--- src/sv/arcade_drive_mixer_quad_deadband_assert.svh ---
// assertion macros used by the arcade drive mixer top level
`ifndef ARCADE_DRIVE_MIXER_QUAD_DEADBAND_ASSERT_SVH
`define ARCADE_DRIVE_MIXER_QUAD_DEADBAND_ASSERT_SVH

// same-cycle implication, disabled while reset is active
`define ADM_ASSERT_NOW(label, ante, cons, msg) \
    label: assert property (@(posedge clk) disable iff (!rst_n) (ante) |-> (cons)) \
        else $error(msg);

// next-cycle implication, disabled while reset is active
`define ADM_ASSERT_NEXT(label, ante, cons, msg) \
    label: assert property (@(posedge clk) disable iff (!rst_n) (ante) |=> (cons)) \
        else $error(msg);

`endif

--- src/sv/adm_pkg.sv ---
// shared types and codes for the arcade drive mixer
package adm_pkg;

    // width of the configuration register index
    localparam int CFG_IDX_W = 8;

    // configuration register indexes
    typedef enum logic [CFG_IDX_W-1:0] {
        CFG_DEAD_THRESHOLD = 8'd0,
        CFG_MIN_OUTPUT     = 8'd1,
        CFG_AXIS_GAIN      = 8'd2
    } cfg_idx_t;

    // per-axis flags that travel along the deadband pipeline
    typedef struct packed {
        logic live;   // magnitude lies above the threshold
        logic neg;    // output sign, the axis sign flipped when invert is set
    } adm_side_t;

endpackage

--- src/sv/adm_div_step.sv ---
// one registered restoring-division step, producing one quotient bit
module adm_div_step #(
    parameter int FRAC_BITS = 15
) (
    input  logic                   clk,
    input  logic                   en,
    input  logic [FRAC_BITS:0]     den,
    input  logic [FRAC_BITS:0]     rem_in,
    input  logic [FRAC_BITS-1:0]   quo_in,
    input  adm_pkg::adm_side_t     side_in,
    output logic [FRAC_BITS:0]     rem_out,
    output logic [FRAC_BITS-1:0]   quo_out,
    output adm_pkg::adm_side_t     side_out
);
    import adm_pkg::*;

    localparam int F = FRAC_BITS;

    logic [F+1:0]   shifted;
    logic           take;
    logic [F+1:0]   diff;
    logic [F:0]     rem_next;
    logic [F-1:0]   quo_next;
    logic [F:0]     rem_reg;
    logic [F-1:0]   quo_reg;
    adm_side_t      side_reg;

    // shift the partial remainder and try to subtract the divisor
    always_comb
    begin
        shifted  = {rem_in, 1'b0};
        take     = shifted >= {1'b0, den};
        diff     = shifted - {1'b0, den};
        rem_next = take ? diff[F:0] : shifted[F:0];
        quo_next = {quo_in[F-2:0], take};
    end

    // stage register
    always_ff @(posedge clk)
    begin
        if (en)
        begin
            rem_reg  <= rem_next;
            quo_reg  <= quo_next;
            side_reg <= side_in;
        end
    end

    assign rem_out  = rem_reg;
    assign quo_out  = quo_reg;
    assign side_out = side_reg;
endmodule

--- src/sv/adm_lane.sv ---
// one axis: gain scaling and quadratic deadband as a pipeline
module adm_lane #(
    parameter int SAMPLE_BITS = 16
) (
    input  logic                          clk,
    input  logic [SAMPLE_BITS+4:0]        en,
    input  logic signed [SAMPLE_BITS-1:0] raw,
    input  logic                          invert,
    input  logic [SAMPLE_BITS-2:0]        gain,
    input  logic [SAMPLE_BITS-2:0]        thr,
    input  logic [SAMPLE_BITS-2:0]        minv,
    input  logic [SAMPLE_BITS-1:0]        den,
    input  logic [SAMPLE_BITS-1:0]        omm,
    output logic signed [SAMPLE_BITS-1:0] db_out
);
    import adm_pkg::*;

    localparam int W  = SAMPLE_BITS;
    localparam int F  = SAMPLE_BITS - 1;
    localparam int DS = 3;          // first divider stage
    localparam int SQ = DS + F;     // squaring stage
    localparam int MU = SQ + 1;     // output span multiply stage
    localparam int AD = MU + 1;     // offset add and sign stage

    logic [W-1:0]      raw_u;
    logic [W-1:0]      mag0_next;
    logic [W-1:0]      mag0_reg;
    logic              neg0_reg;
    logic [W+F-1:0]    prod1;
    logic [F-1:0]      a1_reg;
    logic              neg1_reg;
    logic [F-1:0]      d2;
    logic [F:0]        rem2_reg;
    adm_side_t         side2_next;
    adm_side_t         side2_reg;
    logic [F:0]        rem_w  [0:F];
    logic [F-1:0]      quo_w  [0:F];
    adm_side_t         side_w [0:F];
    logic [2*F-1:0]    sq_prod;
    logic [F-1:0]      q_reg;
    adm_side_t         side_q_reg;
    logic [2*F:0]      span_prod;
    logic [F-1:0]      s_reg;
    adm_side_t         side_s_reg;
    logic [F:0]        mag_sum;
    logic [W-1:0]      mag_w;
    logic [W-1:0]      db_next;
    logic [W-1:0]      db_reg;

    // magnitude and sign of the raw sample
    assign raw_u     = raw;
    assign mag0_next = raw[W-1] ? (~raw_u + 1'b1) : raw_u;

    always_ff @(posedge clk)
    begin
        if (en[0])
        begin
            mag0_reg <= mag0_next;
            neg0_reg <= raw[W-1] ^ invert;
        end
    end

    // gain scaling, truncated toward zero
    assign prod1 = (W+F)'(mag0_reg) * (W+F)'(gain);

    always_ff @(posedge clk)
    begin
        if (en[1])
        begin
            a1_reg   <= prod1[2*F-1:F];
            neg1_reg <= neg0_reg;
        end
    end

    // threshold compare and offset past threshold
    assign d2              = a1_reg - thr;
    assign side2_next.live = a1_reg > thr;
    assign side2_next.neg  = neg1_reg;

    always_ff @(posedge clk)
    begin
        if (en[2])
        begin
            rem2_reg  <= {1'b0, d2};
            side2_reg <= side2_next;
        end
    end

    // restoring divider, one quotient bit per stage
    assign rem_w[0]  = rem2_reg;
    assign quo_w[0]  = '0;
    assign side_w[0] = side2_reg;

    for (genvar k = 0; k < F; k++)
    begin : g_div
        adm_div_step #(
            .FRAC_BITS (F)
        ) u_step (
            .clk      (clk),
            .en       (en[DS+k]),
            .den      (den),
            .rem_in   (rem_w[k]),
            .quo_in   (quo_w[k]),
            .side_in  (side_w[k]),
            .rem_out  (rem_w[k+1]),
            .quo_out  (quo_w[k+1]),
            .side_out (side_w[k+1])
        );
    end

    // square of the normalized offset
    assign sq_prod = (2*F)'(quo_w[F]) * (2*F)'(quo_w[F]);

    always_ff @(posedge clk)
    begin
        if (en[SQ])
        begin
            q_reg      <= sq_prod[2*F-1:F];
            side_q_reg <= side_w[F];
        end
    end

    // scale the parabola by the span above min_output
    assign span_prod = (2*F+1)'(omm) * (2*F+1)'(q_reg);

    always_ff @(posedge clk)
    begin
        if (en[MU])
        begin
            s_reg      <= span_prod[2*F-1:F];
            side_s_reg <= side_q_reg;
        end
    end

    // add the floor and apply the sign, zero inside the deadband
    assign mag_sum = {1'b0, minv} + {1'b0, s_reg};
    assign mag_w   = {1'b0, mag_sum[F-1:0]};

    always_comb
    begin
        if (!side_s_reg.live)
            db_next = '0;
        else if (side_s_reg.neg)
            db_next = ~mag_w + 1'b1;
        else
            db_next = mag_w;
    end

    always_ff @(posedge clk)
    begin
        if (en[AD])
            db_reg <= db_next;
    end

    assign db_out = db_reg;
endmodule

--- config.mk ---
export PLATFORM = sky130hd
export DESIGN_NAME = adm_lane
export DESIGN_NICKNAME = d
export VERILOG_FILES = /design/src/sv/arcade_drive_mixer_quad_deadband_assert.svh /design/src/sv/adm_pkg.sv /design/src/sv/adm_div_step.sv /design/src/sv/adm_lane.sv
export SDC_FILE = /design/constraint.sdc
export NUM_CORES = 2
export LEC_CHECK = 0
export BUFFER_PORTS_ARGS = -buffer_cell sky130_fd_sc_hd__buf_2
export CORE_MARGIN = 1
export CORE_UTILIZATION = 50
export CTS_BUF_LIST = sky130_fd_sc_hd__clkbuf_4 sky130_fd_sc_hd__clkbuf_8
export DETAILED_ROUTE_END_ITERATION = 10
export PLACE_DENSITY = 0.66
export SLEW_MARGIN = 20
export SYNTH_ARGS = -nofsm -noshare
export SYNTH_HDL_FRONTEND = slang
export SYNTH_HIERARCHICAL = 1
export SYNTH_SLANG_ARGS = --single-unit
--- constraint.sdc ---
create_clock -name clk -period 17 [get_ports clk]
set_clock_uncertainty 0.1 [all_clocks]
set_input_delay 3.4 -clock clk [delete_from_list [all_inputs] [get_ports clk]]
set_output_delay 3.4 -clock clk [all_outputs]
set_load 0.01 [all_outputs]
==> results.py <==
metrics = {
    "worst_setup_path": {
        "cpMostUsedCell": "fa_1",
        "path_delay_family": "adder cells",
        "critPathMaxStageDelay_ps": 540,
        "crit_buf_inv": 5,
        "start_kind": "input pin",
        "worstPathArrival_ps": 9280,
        "crit_chain": "buf_2 -> and2_1 -> fa_1 -> inv_1 -> fa_1 -> inv_1 -> fa_1 -> fa_1 -> fa_1 -> inv_1 -> fa_1 -> inv_1 -> ha_1 -> o21a_1 -> o2111ai_1 -> a211oi_2 -> a211oi_4 -> a21oi_4 -> a21oi_4 -> o21ai_2 -> or2_4 -> a21oi_2 -> xnor2_1",
        "crit_path_end_kind": "register",
        "path_max_fanout": 15,
        "crit_type": "in -> reg",
        "cp.required_ps": 17350,
        "cp_slowest_cell": "fa_1",
    },
    "die": {
        "core_sq_um": 104000,
        "rows": 118,
        "io_pins": 132,
        "die_w_um": 326,
        "dieArea_sq_um": 106000,
        "start_util": 0.506,
        "die_h_um": 326,
    },
    "timing": {
        "setup_viol": 0,
        "finalSetupTns_ps": 0,
        "finalHoldViolations": 0,
        "rsz0062_at_grt": "no",
        "worst_slack_ps": 8080,
        "maxSlewHeadroom": 0.302,
        "finalCritPeriodShare": 0.525,
        "drv_slew": 0,
        "worstMarginPinSlew_ps": 1050,
        "fin_crit_ps": 8920,
        "fmax_ghz": 0.112,
    },
    "final_layout": {
        "area_growth_pct": 6.66,
        "final_layout_size_suffix_gt1_frac": 0.108,
        "utilization": 0.540,
        "largest_reg_flops": 224,
        "fin_cells": 6775,
        "fin_nets": 6489,
    },
    "routing": {
        "wirelength_um": 115000,
        "drtPass1Iterations": 5,
        "vias_per_cell": 5.40,
        "ant_nets": 0,
        "first_iter_violations": 2026,
        "drcViolationCount": 0,
        "via_count": 36600,
        "wire_per_inst_um": 17.0,
    },
    "clocking": {
        "cts_resized": 0,
        "cts.sinks": 474,
        "cts_inserted_buffers": 89,
        "max-clock-path-buffers": 3,
        "cts.clk_slew.worst_paths_ps": 60,
        "cts_max_level": 3,
        "cts_hold_buf": 0,
        "tritoncts": "built",
        "clk-insertion-delay-late_ps": 740,
        "cts_root_buffer": "clkbuf_8",
        "post-cts-setup-buffers": 0,
    },
    "global_routing": {
        "grt.overflow.total": 0,
        "grt_pass1_wl_um": 191000,
        "grt_max_degree": 59,
        "grt_pass1_vias": 37200,
        "grt_usage": 0.221,
        "grt_antenna_before_repair": 4,
    },
    "placed_design": {
        "post-place-cells": 6616,
        "dp_slack_ps": 7340,
        "io_buffer_count": 131,
        "place.gp.congestion": 0.876,
        "dpl.hpwl_um": 88800,
    },
    "synth": {
        "yosysWarnings": 6,
        "netlist_area_sq_um": 52500,
        "syn_inst": 5210,
        "postSynthAreaPerCell_sq_um": 10.1,
    },
    "job": {
        "cap_violations": 0,
    },
    "min_path": {
        "hold_class": "reg -> reg",
    },
    "outcome": {
        "status": "complete, no violations",
    },
}
area by class of cell:
type	count	area (sq um)
Tap cell	1380	1730
Antenna cell	3	7.51
Inverter	934	3510
Fill cell	9192	47800
Clock buffer	105	1360
Clock inverter	50	473
Multi-Input combinational cell	3692	34000
Sequential cell	474	14200
Timing Repair Buffer	137	708
worst paths after layout:
kind | to | slack [ps] | start | depth (start not counted)
max | s_reg[13] | 8080 | omm[14] | 23
max reg2reg | q_reg[13] | 9940 | g_div[14].u_step/quo_out[10] | 24
min reg2reg | g_div[9].u_step/quo_out[4] | 300 | g_div[8].u_step/quo_out[3] | 0
min | g_div[9].u_step/quo_out[4] | 300 | g_div[8].u_step/quo_out[3] | 0
routing by layer:
metal | vias to the layer above | GRT usage | share of wire
met3 | 183 | 0.0271 | 0.039
met1 | 18000 | 0.282 | 0.43
li1 | 17700 | - | -
met2 | 728 | 0.389 | 0.50
met4 | 2 | 0.0644 | 0.026
met5 | - | 0 | 0.00015
metrics by stage:
| step | instance area (sq um) | hold slack, ps |
|---|---|---|
| CTS | 56000 | 292 |
| finish | 56000 | 301 |
| global placement | 54200 | 301 |
| global route | 56000 | 301 |
| floorplan | 52500 | 300 |
| detailed placement | 54200 | 305 |
cells in the final DEF, fill, tap and decap left out, types with 23 or more instances in the layout:
master / count
inv_1: 934
ha_1: 538
fa_1: 507
edfxtp_1: 474
nand2_1: 434
and2_1: 315
nor2_1: 242
a21oi_1: 228
o21ai_0: 185
xnor2_1: 145
buf_2: 131
xor2_1: 98
mux2_4: 94
clkbuf_8: 91
mux2_2: 85
nand3_1: 80
nand2b_1: 64
nor2b_1: 52
nor3_1: 50
a211oi_1: 47
a21o_1: 43
o21a_1: 42
o31a_1: 28
o41ai_1: 27
nand4_1: 23
worst register-to-register path, stage by stage, from the launching register on:
cell and delay [ps]:
edfxtp_1 650, and2_1 330, fa_1 510, inv_1 60, fa_1 530, inv_1 50, fa_1 490, inv_1 50
fa_1 530, inv_1 50, fa_1 470, inv_1 50, fa_1 470, inv_1 40, ha_1 280, and3_1 170
nand4_1 120, o32ai_2 410, a41oi_2 240, nor3_2 360, o31ai_2 130, a21oi_1 280, nand2b_1 210, a21oi_2 80
xnor2_1 130
Power is left out: the tool's default activity adds up to more than one toggle a clock period on the data nets, which glitch-free logic cannot reach.
