<file path="config.mk">
export PLATFORM = sky130hd
export DESIGN_NAME = adm_mix
export DESIGN_NICKNAME = d
export VERILOG_FILES = /design/src/sv/arcade_drive_mixer_quad_deadband_assert.svh /design/src/sv/adm_pkg.sv /design/src/sv/adm_mix.sv
export SDC_FILE = /design/constraint.sdc
export NUM_CORES = 1
export LEC_CHECK = 0
export BUFFER_PORTS_ARGS = -buffer_cell sky130_fd_sc_hd__buf_2
export CAP_MARGIN = 20
export CORE_UTILIZATION = 50
export CTS_CLUSTER_DIAMETER = 60
export DETAILED_ROUTE_END_ITERATION = 8
export GPL_TIMING_DRIVEN = 0
export PLACE_DENSITY = 0.7
export REMOVE_ABC_BUFFERS = 1
export SYNTH_ARGS = -nofsm -noshare
export SYNTH_HDL_FRONTEND = slang
export SYNTH_SLANG_ARGS = --single-unit
</file>
<file path="constraint.sdc">
create_clock -name clk -period 5.5 [get_ports clk]
set_clock_uncertainty 0.2 [all_clocks]
set_input_delay 1.1 -clock clk [delete_from_list [all_inputs] [get_ports clk]]
set_output_delay 1.1 -clock clk [all_outputs]
set_load 0.01 [all_outputs]
</file>
<file path="src/sv/arcade_drive_mixer_quad_deadband_assert.svh">
// assertion macros used by the arcade drive mixer top level
`ifndef ARCADE_DRIVE_MIXER_QUAD_DEADBAND_ASSERT_SVH
`define ARCADE_DRIVE_MIXER_QUAD_DEADBAND_ASSERT_SVH

// same-cycle implication, disabled while reset is active
`define ADM_ASSERT_NOW(label, ante, cons, msg) \
    label: assert property (@(posedge clk) disable iff (!rst_n) (ante) |-> (cons)) \
        else $error(msg);

// next-cycle implication, disabled while reset is active
`define ADM_ASSERT_NEXT(label, ante, cons, msg) \
    label: assert property (@(posedge clk) disable iff (!rst_n) (ante) |=> (cons)) \
        else $error(msg);

`endif

</file>
<file path="src/sv/adm_pkg.sv">
// shared types and codes for the arcade drive mixer
package adm_pkg;

    // width of the configuration register index
    localparam int CFG_IDX_W = 8;

    // configuration register indexes
    typedef enum logic [CFG_IDX_W-1:0] {
        CFG_DEAD_THRESHOLD = 8'd0,
        CFG_MIN_OUTPUT     = 8'd1,
        CFG_AXIS_GAIN      = 8'd2
    } cfg_idx_t;

    // per-axis flags that travel along the deadband pipeline
    typedef struct packed {
        logic live;   // magnitude lies above the threshold
        logic neg;    // output sign, the axis sign flipped when invert is set
    } adm_side_t;

endpackage

</file>
<file path="src/sv/adm_mix.sv">
// arcade mixing of the shaped axes and output saturation
module adm_mix #(
    parameter int SAMPLE_BITS = 16
) (
    input  logic                          clk,
    input  logic [1:0]                    en,
    input  logic signed [SAMPLE_BITS-1:0] x,
    input  logic signed [SAMPLE_BITS-1:0] y,
    input  logic signed [SAMPLE_BITS-1:0] z,
    output logic signed [SAMPLE_BITS-1:0] left_cmd,
    output logic signed [SAMPLE_BITS-1:0] right_cmd
);
    import adm_pkg::*;

    localparam int W = SAMPLE_BITS;
    localparam int F = SAMPLE_BITS - 1;
    localparam logic signed [W+1:0] POS_LIM = {3'b000, {F{1'b1}}};
    localparam logic signed [W+1:0] NEG_LIM = {3'b111, {F{1'b0}}};

    logic signed [W:0]   xs;
    logic signed [W:0]   ys;
    logic signed [W:0]   zs;
    logic signed [W:0]   ax;
    logic signed [W:0]   ay;
    logic signed [W:0]   diff;
    logic signed [W:0]   inner;
    logic signed [W:0]   l_next;
    logic signed [W:0]   r_next;
    logic signed [W:0]   l_reg;
    logic signed [W:0]   r_reg;
    logic signed [W+1:0] r_sat;
    logic signed [W+1:0] r_neg;
    logic signed [W-1:0] left_reg;
    logic signed [W-1:0] right_reg;

    // clamp to the representable range
    function automatic logic signed [W+1:0] sat_w(input logic signed [W+1:0] v);
        logic signed [W+1:0] res;
        if (v < NEG_LIM)
            res = NEG_LIM;
        else if (v > POS_LIM)
            res = POS_LIM;
        else
            res = v;
        return res;
    endfunction

    // side selection: twist wins, else x slows the inner side
    always_comb
    begin
        xs    = (W+1)'(x);
        ys    = (W+1)'(y);
        zs    = (W+1)'(z);
        ax    = (xs < 0) ? -xs : xs;
        ay    = (ys < 0) ? -ys : ys;
        diff  = ay - ax;
        if (ys > 0)
            inner = diff;
        else if (ys < 0)
            inner = -diff;
        else
            inner = '0;
        if (zs != 0)
        begin
            l_next = zs;
            r_next = -zs;
        end
        else if (xs > 0)
        begin
            l_next = ys;
            r_next = inner;
        end
        else if (xs < 0)
        begin
            l_next = inner;
            r_next = ys;
        end
        else
        begin
            l_next = ys;
            r_next = ys;
        end
    end

    always_ff @(posedge clk)
    begin
        if (en[0])
        begin
            l_reg <= l_next;
            r_reg <= r_next;
        end
    end

    // saturate both sides and negate the right one
    assign r_sat = sat_w((W+2)'(r_reg));
    assign r_neg = -r_sat;

    always_ff @(posedge clk)
    begin
        if (en[1])
        begin
            left_reg  <= W'(sat_w((W+2)'(l_reg)));
            right_reg <= W'(sat_w(r_neg));
        end
    end

    assign left_cmd  = left_reg;
    assign right_cmd = right_reg;
endmodule
</file>
==> flow_summary.toml, run 1 <==
[placement]
numPlacedInstances = 830
gp_congestion = 0.865
dp_hpwl_um = 10100
io_buffers = 82
pre_cts_slack_ps = -265

[floorplan]
placementRows = 38
starting_density_of_the_core_pct = 52.0
top_level_ports = 83
floorplan.core_area_um2 = 11000
horizontal_die_dimension_um = 109
height_of_the_chip_um = 109
die_outline_area_um2 = 11900

[sta]
setup_viol = 0
worst-slew-pin-transition_ps = 1040
hold_viol_final = 0
max_freq_mhz = 193
finalHoldWorstSlack_ps = 256
relSlewSlack_pct = 30.0
finalCriticalPeriod_ps = 5180
finalCritPeriodShare_pct = 94.2
report.final.slew_viol_count = 0
post-route-worst-setup-slack_ps = 321
grt_setup_unrepaired = "false"

[synthesis]
syn_area_um2 = 5740
yosysSeqAreaShare_pct = 34.5
yosys.area.top_type = "edfxtp_1"
ys.flop_type = "edfxtp_1"
synth_commonest_cells = "edfxtp_1, nand2_1, nor2_1"
synth_top_cell_area_share_pct = 34.5
avgSynthCellArea_um2 = 8.99
seq_cells_post_synth = 66
synth_warnings = 0
postSynthCellCount = 638
async_flop_share_pct = 0
cell_types_occupying_the_most_area_after_synthesis = "edfxtp_1, xor2_1, ha_1"
number_of_synthesized_flops_with_an_enable_pin = 66
synth_cell_types = 71

[min_path]
holdPathStages = 0
min_to = "left_cmd[15]"
hp-class = "reg -> reg"
holdCritStartpoint = "l_reg[16]"

[drt]
detail_route.wirelength_um = 12900
final_antenna_net_count = 0
first_iter_violations = 236
firstDrtPassIters = 5
drc_errors = 0
num_vias = 4951
viasPerCell = 5.84
routedWlPerCell_um = 15.2

[critical_path]
path_cells = "buf_2, nor2_1, nand4b_1, or3_1, or3_1, o31ai_1, xnor2_1, ha_2, or4b_2, o211ai_1, a311oi_2, nor2b_1, and4b_1, or3_1, a31oi_1"
required_time_of_the_critical_path_ps = 5450
combined_buffer_and_inverter_count_along_the_critical_path = 1
crit_arrival_ps = 5130
timing.reg2reg.worst_path_depth = 9
crit_top_cell = "or3_1"
cp_top_family = "simple AND/OR/NAND/NOR gates"
worst_setup_ep_type = "flip-flop"
worst-path-max-fanout = 10
cpPeakStageDelay_ps = 600
rr_startpoint = "r_reg[2]"
crit_type = "in -> reg"
r2r_slack_ps = 2170
critical_path.reg2reg.endpoint = "right_cmd[13]"
worstSetupStartpointType = "input port"
critical-path-slowest-cell = "or4b_2"

[layout]
nNetsFinal = 778
drive_gt1_share_pct = 19.2
fillCellCount = 975
area_growth_pct = 12.8
layout.core_utilization_pct = 58.7
non_filler_instance_count_after_layout = 848
count_of_antenna_diodes_in_the_layout = 0

[clocking]
cts_htree_levels = 3
cts_buffer_count = 9
worst_setup_hold_path_clk_slew_ps = 50
cts-root-buf = "clkbuf_16"
clock_latency_ps = 330
tritoncts = "built"
ctsLongestPathBuffers = 2
cts.sink_count = 66
cts_hold_buf = 0

[pwr]
irDropWorstVdd_uv = 188
power-per-cell-area_nw_per_um2 = 279
static-leakage-power_nw = 2.49

[grt]
track_usage_pct = 23.1
grt_start_max_net_pins = 58
grt_first_pass_wirelength_um = 21500
antenna_violations_before_repair = 0
first_global_vias = 4711
grt_overflow = 0

[status]
result_of_the_run = "finished, final reports clean"

[run]
drv.max_cap_violation_count = 0
-- through the flow --
step / area (um2) / TNS (ps) / total power, mW
after floorplan: 5560 / 0 / 1.10
after global placement: 6150 / -1820 / 1.25
after detailed placement: 6160 / -2540 / 1.27
after CTS: 6450 / 0 / 1.81
after global routing: 6470 / 0 / 1.91
final: 6470 / 0 / 1.81
-- power by group --
group / switching (mW) / internal [mW] / total [mW]
Combinational: 0.372 / 0.261 / 0.633
Clock: 0.190 / 0.346 / 0.536
Sequential: 0.0243 / 0.612 / 0.637
Total: 0.586 / 1.22 / 1.81
-- per-layer routing --
| layer | up-vias | wire, um | track usage (%) |
|---|---|---|---|
| li1 | 2500 | - | - |
| met1 | 2296 | 5410 | 26.8 |
| met2 | 134 | 6710 | 42.5 |
| met3 | 21 | 502 | 3.17 |
| met4 | 0 | 272 | 8.88 |
| met5 | - | 0 | 0 |
-- layout by cell type, fill, tap and decap left out, types with 17 or more instances in the layout --
cell type / instances
a21oi_1: 38
buf_2: 82
edfxtp_1: 66
ha_1: 21
inv_1: 17
maj3_1: 17
nand2_1: 66
nand3_1: 18
nor2_1: 58
nor3_1: 17
o21ai_0: 51
xnor2_1: 27
xor2_1: 33
-- area by class of cell --
cell class | count | area [um2] | area share, %
clock buffer | 10 | 229 | 3.54
clock inverter | 6 | 57.6 | 0.890
inverter | 18 | 67.6 | 1.04
multi-input combinational | 523 | 3530 | 54.5
sequential | 66 | 1980 | 30.6
tap | 140 | 175 | 2.71
timing repair buffer | 85 | 433 | 6.69
-- how the worst max path moves through the flow --
stage                     depth (start not counted)         to  slack (ps)  start
after floorplan                                  15  l_reg[12]         580   x[2]
after global placement                           14  r_reg[16]        -200  x[15]
after detailed placement                         14  l_reg[11]        -260  x[15]
after CTS                                        14  r_reg[12]          80  x[15]
after global routing                             16  l_reg[12]          30   x[2]
final                                            15  r_reg[16]         320   y[2]
-- repair_timing --
item	4_1_cts	5_1_grt
resized for setup	0	3
endpoints found under the setup margin	0	14
setup buffers	0	0
-- kinds of logic after synthesis --
logic type	share of synthesized area [%]
and+or+nand+nor	19.9
AOI/OAI and AO/OA	18.7
DFF	34.5
xor gates and xnor gates	9.16
buffers and inverters	4.19
adders and majority gates	8.33
muxes	5.17
No activity file was read; power rests on OpenSTA's default activity.
==> run 2: changes to the inputs <==
--- a/config.mk
+++ b/config.mk
@@ -5,6 +5,7 @@
 export SDC_FILE = /design/constraint.sdc
 export NUM_CORES = 1
 export LEC_CHECK = 0
+export ABC_AREA = 1
 export BUFFER_PORTS_ARGS = -buffer_cell sky130_fd_sc_hd__buf_2
 export CAP_MARGIN = 20
 export CORE_UTILIZATION = 50
==> flow_summary.toml, run 2 <==
[critical_path]
combined_buffer_and_inverter_count_along_the_critical_path = 4
required_time_of_the_critical_path_ps = 5360
worstSetupStartpointType = "input port"
path_cells = "buf_2, clkinvlp_4, or2_2, xnor2_1, inv_1, ha_1, nand2_1, inv_1, a21oi_1, nand2_1, xnor2_1, nand2_1, nor3_2, nand3b_1, nand2_1, nand2_1, nand2_1, nand2_1, nand2_1, nand2_1"
cp_top_family = "simple AND/OR/NAND/NOR gates"
crit_arrival_ps = 4800
worst-path-max-fanout = 18
cpPeakStageDelay_ps = 440
critical-path-slowest-cell = "clkinvlp_4"
crit_type = "in -> reg"
crit_top_cell = "nand2_1"
worst_setup_ep_type = "flip-flop"

[synthesis]
postSynthCellCount = 839
yosysSeqAreaShare_pct = 34.2
syn_area_um2 = 5800
avgSynthCellArea_um2 = 6.91
synth_cell_types = 41
synth_commonest_cells = "nand2_1, inv_1, a21oi_1"
synth_top_cell_area_share_pct = 34.2
seq_cells_post_synth = 66
synth_warnings = 0
ys.flop_type = "edfxtp_1"
number_of_synthesized_flops_with_an_enable_pin = 66
async_flop_share_pct = 0
synth_most_common_cell = "nand2_1"
cell_types_occupying_the_most_area_after_synthesis = "edfxtp_1, nand2_1, inv_1"
yosys.area.top_type = "edfxtp_1"

[layout]
non_filler_instance_count_after_layout = 1055
count_of_antenna_diodes_in_the_layout = 0
fillCellCount = 1039
area_growth_pct = 13.4
mostFrequentLayoutCell = "nand2_1"
drive_gt1_share_pct = 13.6
layout.cells.most_common_list = "nand2_1, inv_1, buf_2"
nNetsFinal = 987

[min_path]
hp-class = "reg -> reg"

[floorplan]
die_outline_area_um2 = 12000
top_level_ports = 83
placementRows = 38
starting_density_of_the_core_pct = 52.4
floorplan.core_area_um2 = 11100
height_of_the_chip_um = 110
horizontal_die_dimension_um = 110

[sta]
setup_viol = 0
relSlewSlack_pct = 37.3
worst-slew-pin-transition_ps = 940
finalCritPeriodShare_pct = 89.8
post-route-worst-setup-slack_ps = 560
finalCriticalPeriod_ps = 4940
grt_setup_unrepaired = "false"
report.final.slew_viol_count = 0
max_freq_mhz = 202
hold_viol_final = 0

[grt]
antenna_violations_before_repair = 0
track_usage_pct = 25.6
grt_overflow = 0
first_global_vias = 5277
grt_first_pass_wirelength_um = 23900
grt_start_max_net_pins = 45

[pwr]
share_seq_of_total_power_pct = 36.7
netSwitchingPower_uw = 586
power.share.switching_pct = 34.5
power_frac_clock_pct = 27.7
power-per-cell-area_nw_per_um2 = 259
irDropWorstVdd_uv = 284
p_int_mw = 1.11
power_frac_comb_pct = 35.7
static-leakage-power_nw = 3.25

[clocking]
cts.sink_count = 66
cts_hold_buf = 0
ctsLongestPathBuffers = 2
cts_buffer_count = 9
worst_setup_hold_path_clk_slew_ps = 50
clock_latency_ps = 320
cts-root-buf = "clkbuf_16"
cts_htree_levels = 3
tritoncts = "built"

[drt]
num_vias = 5603
final_antenna_net_count = 0
firstDrtPassIters = 5
drc_errors = 0
detail_route.wirelength_um = 14500
first_iter_violations = 383
viasPerCell = 5.31
routedWlPerCell_um = 13.8

[status]
result_of_the_run = "finished, final reports clean"

[run]
drv.max_cap_violation_count = 0

[placement]
pre_cts_slack_ps = -339
gp_congestion = 0.919
dp_hpwl_um = 11400
io_buffers = 82
numPlacedInstances = 1038
==> run 2: changes by cell type in the layout (fill, tap and decap cells not counted), sizes merged, moves of 12 or more <==
cell | before | now
nand2 | 66 | 228
a21o | 13 | 0
mux2 | 18 | 0
a21oi | 38 | 69
inv | 17 | 137
maj3 | 17 | 0
nand3 | 18 | 41
nor2 | 59 | 71
o21ai | 52 | 79
or3 | 12 | 0
xnor2 | 27 | 13
==> run 2: what timing repair did <==
action	4_1_cts	5_1_grt
endpoints found under the hold margin	0	0
resized for setup	0	3
setup endpoints to repair	0	23
buffers inserted	0	0
==> run 2: path summary, 6_finish.rpt <==
check	startpoint	cells after the start	slack, ps	end
hold reg to reg	l_reg[16]	0	260	left_cmd[15]
hold / removal	l_reg[16]	0	260	left_cmd[15]
setup / recovery	x[15]	20	560	l_reg[14]
setup reg to reg	r_reg[16]	13	2410	right_cmd[13]
==> run 2: layer usage <==
metal	up-vias	wire length [um]	track usage, %
li1	2890	-	-
met1	2536	6160	29.7
met2	153	7420	47.8
met3	24	565	2.37
met4	0	378	11.0
met5	-	0	0
==> run 2: metrics by stage <==
stage / instance area [um2] / hold WS (ps) / util, % / TNS (ps) / power (mW)
final: 6580 / 261 / 59.4 / 0 / 1.70
after global routing: 6580 / 265 / 59.4 / 0 / 1.82
after CTS: 6530 / 266 / 58.9 / 0 / 1.70
after detailed placement: 6280 / 254 / 56.7 / -6780 / 1.23
after global placement: 6280 / 231 / 56.7 / -2610 / 1.21
after floorplan: 5690 / 226 / - / 0 / 1.06
==> run 2: logic make-up (layout without fill, tap and decap cells) <==
| group | Yosys count | in the layout | share of synthesized area, % |
|---|---|---|---|
| xor gates and xnor gates | 37 | 37 | 5.72 |
| adders and majority gates | 24 | 24 | 5.31 |
| AOI/OAI and AO/OA | 168 | 168 | 16.1 |
| buffers and inverters | 165 | 241 | 11.0 |
| and+or+nand+nor | 379 | 379 | 27.7 |
| DFF | 66 | 66 | 34.2 |
==> run 2: power groups by stage <==
stage               combinational [mW]  sequential [mW]  clock [mW]
floorplan                        0.417            0.645           0
global placement                 0.579            0.632           0
detailed placement               0.597            0.633           0
CTS                              0.602            0.624       0.476
global route                     0.697            0.629       0.496
finish                           0.607            0.624       0.470
==> run 2: layout make-up <==
type	count	area [um2]	share of cell area (%)
timing repair inverter	1	5.00	0.0761
timing repair buffer	85	453	6.88
sequential	66	1980	30.1
clock buffer	13	240	3.65
tap	140	175	2.66
inverter	141	537	8.16
multi-input combinational	608	3180	48.4
clock inverter	1	3.75	0.0571
==> run 2: worst register-to-register path, stage by stage, from the launching register on <==
cell,delay (ps)
edfxtp_1,450
nor2_1,160
buf_4,220
o21ai_2,200
ha_1,250
nand3_1,150
nor2_2,200
nand3_2,140
nor2_1,120
nand2_1,90
clkinv_1,80
nand2_2,70
o21ai_4,350
a21oi_1,140
==> run 3: changes to the inputs <==
--- a/config.mk
+++ b/config.mk
@@ -5,14 +5,14 @@
 export SDC_FILE = /design/constraint.sdc
 export NUM_CORES = 1
 export LEC_CHECK = 0
-export ABC_AREA = 1
 export BUFFER_PORTS_ARGS = -buffer_cell sky130_fd_sc_hd__buf_2
 export CAP_MARGIN = 20
-export CORE_UTILIZATION = 50
+export CORE_UTILIZATION = 40
 export CTS_CLUSTER_DIAMETER = 60
 export DETAILED_ROUTE_END_ITERATION = 8
 export GPL_TIMING_DRIVEN = 0
-export PLACE_DENSITY = 0.7
+export MAX_ROUTING_LAYER = met4
+export PLACE_DENSITY = 0.58
 export REMOVE_ABC_BUFFERS = 1
 export SYNTH_ARGS = -nofsm -noshare
 export SYNTH_HDL_FRONTEND = slang
==> flow_summary.toml, run 3 (synthesized netlist as in run 1, its figures left out) <==
[grt]
track_usage_pct = 19.2
first_global_vias = 4623
grt_start_max_net_pins = 58
grt_overflow = 0
antenna_violations_before_repair = 0
grt_first_pass_wirelength_um = 21800

[run]
drv.max_cap_violation_count = 0

[sta]
hold_viol_final = 0
max_freq_mhz = 189
relSlewSlack_pct = 29.2
worst-slew-pin-transition_ps = 1060
finalCritPeriodShare_pct = 96.1
grt_setup_unrepaired = "false"
finalSetupTns_ps = 0
setup_viol = 0
finalHoldWorstSlack_ps = 244
finalCriticalPeriod_ps = 5280
report.final.slew_viol_count = 0

[critical_path]
critical-path-slowest-cell = "or4_4"
cp_top_family = "simple AND/OR/NAND/NOR gates"
worst-path-stages = 16
crit_type = "in -> reg"
crit_arrival_ps = 5280
worst-path-max-fanout = 8
timing.reg2reg.worst_path_depth = 9
worstSetupStartpointType = "input port"
cpPeakStageDelay_ps = 510
required_time_of_the_critical_path_ps = 5500
path_cells = "buf_2, nor2_1, nand4b_1, or3_1, o31ai_1, xnor2_1, ha_1, and2b_1, o21ai_0, o41ai_1, or4_4, or2_4, o41ai_1, mux2_1, a21oi_1, mux2_4"
combined_buffer_and_inverter_count_along_the_critical_path = 1
worst_setup_ep_type = "flip-flop"
crit_top_cell = "o41ai_1"

[pwr]
netSwitchingPower_uw = 589
irDropWorstVdd_uv = 108
power-per-cell-area_nw_per_um2 = 284
static-leakage-power_nw = 2.49
power_frac_comb_pct = 34.7
power_frac_clock_pct = 31.0
share_seq_of_total_power_pct = 34.4
p_int_mw = 1.26
power.share.switching_pct = 31.8

[placement]
gp_congestion = 0.910
numPlacedInstances = 870
io_buffers = 82
dp_hpwl_um = 10500

[layout]
seq_area_um2 = 1980
drive_gt1_share_pct = 18.8
area_growth_pct = 13.8
non_filler_instance_count_after_layout = 886
fillCellCount = 1345
multi_input_area_um2 = 3530
mostFrequentLayoutCell = "buf_2"
count_of_antenna_diodes_in_the_layout = 0
layout.cells.most_common_list = "buf_2, nand2_1, edfxtp_1"
nNetsFinal = 777
layout.core_utilization_pct = 46.8

[drt]
routed.top_layer = "met4"
detail_route.wirelength_um = 13300
firstDrtPassIters = 5
drt-met1-wl_um = 5880
viasPerCell = 5.46
final_antenna_net_count = 0
num_vias = 4841
detailroute.wirelength.met3_um = 454
routedWlPerCell_um = 15.0
drc_errors = 0
wl_met2_um = 6700
first_iter_violations = 250

[clocking]
cts.sink_count = 66
cts-root-buf = "clkbuf_16"
cts_htree_levels = 3
tritoncts = "built"
clock_latency_ps = 330
ctsLongestPathBuffers = 2
cts_setup_buffers = 0
worst_setup_hold_path_clk_slew_ps = 50
cts_buffer_count = 9

[status]
result_of_the_run = "finished, final reports clean"

[floorplan]
starting_density_of_the_core_pct = 41.2
floorplan.core_area_um2 = 13900
top_level_ports = 83
height_of_the_chip_um = 122
placementRows = 43
die_outline_area_um2 = 14800
horizontal_die_dimension_um = 122

[min_path]
holdPathStages = 0
hp-class = "reg -> reg"
run 3: area by class of cell:
cell class | instances | area share [%]
multi-input cells | 523 | 54.1
flip-flops and latches | 66 | 30.4
repair buffers | 84 | 6.48
clock buffers | 11 | 3.57
well taps | 180 | 3.45
clock inverters | 4 | 1.04
inverters | 18 | 1.04
run 3: through the flow:
| stage | power [mW] | cell area [um2] | worst slack, ps |
|---|---|---|---|
| floorplan | 1.10 | 5560 | 581 |
| global placement | 1.26 | 6200 | -287 |
| detailed placement | 1.28 | 6210 | -334 |
| CTS | 1.85 | 6510 | 2.46 |
| global route | 1.96 | 6530 | 4.50 |
| finish | 1.85 | 6530 | 217 |
run 3: power groups by stage:
stage                     sequential (mW)  combinational [mW]  clock [mW]
after floorplan                     0.655               0.444           0
after global placement              0.645               0.617           0
after detailed placement            0.646               0.631           0
after CTS                           0.637               0.635       0.583
after global routing                0.641               0.718       0.601
final                               0.636               0.642       0.574
run 3: path summary, 6_finish.rpt:
check	slack, ps	to	startpoint
max	220	l_reg[12]	y[3]
min	240	left_cmd[15]	l_reg[16]
min reg2reg	240	left_cmd[15]	l_reg[16]
max reg2reg	2250	right_cmd[13]	r_reg[2]
run 3: worst register-to-register path, stage by stage, from the launching register on:
cell and delay (ps):
edfxtp_1 480, nor3_1 330, nand2_1 140, nor3_1 410
nand2b_1 160, a2111oi_0 480, nor2_1 240, mux2i_1 190
nor3_1 60, o32a_1 310
run 3: layer usage:
layer | up-vias | track usage (%)
li1 | 2492 | -
met4 | 0 | 7.56
met5 | - | -
met2 | 114 | 33.5
met3 | 15 | 2.43
met1 | 2220 | 22.3
run 3: what timing repair did:
action | CTS | global route
setup endpoints to repair | 0 | 16
hold buffers | 0 | 0
endpoints found under the hold margin | 0 | 0
gates resized for setup | 0 | 4
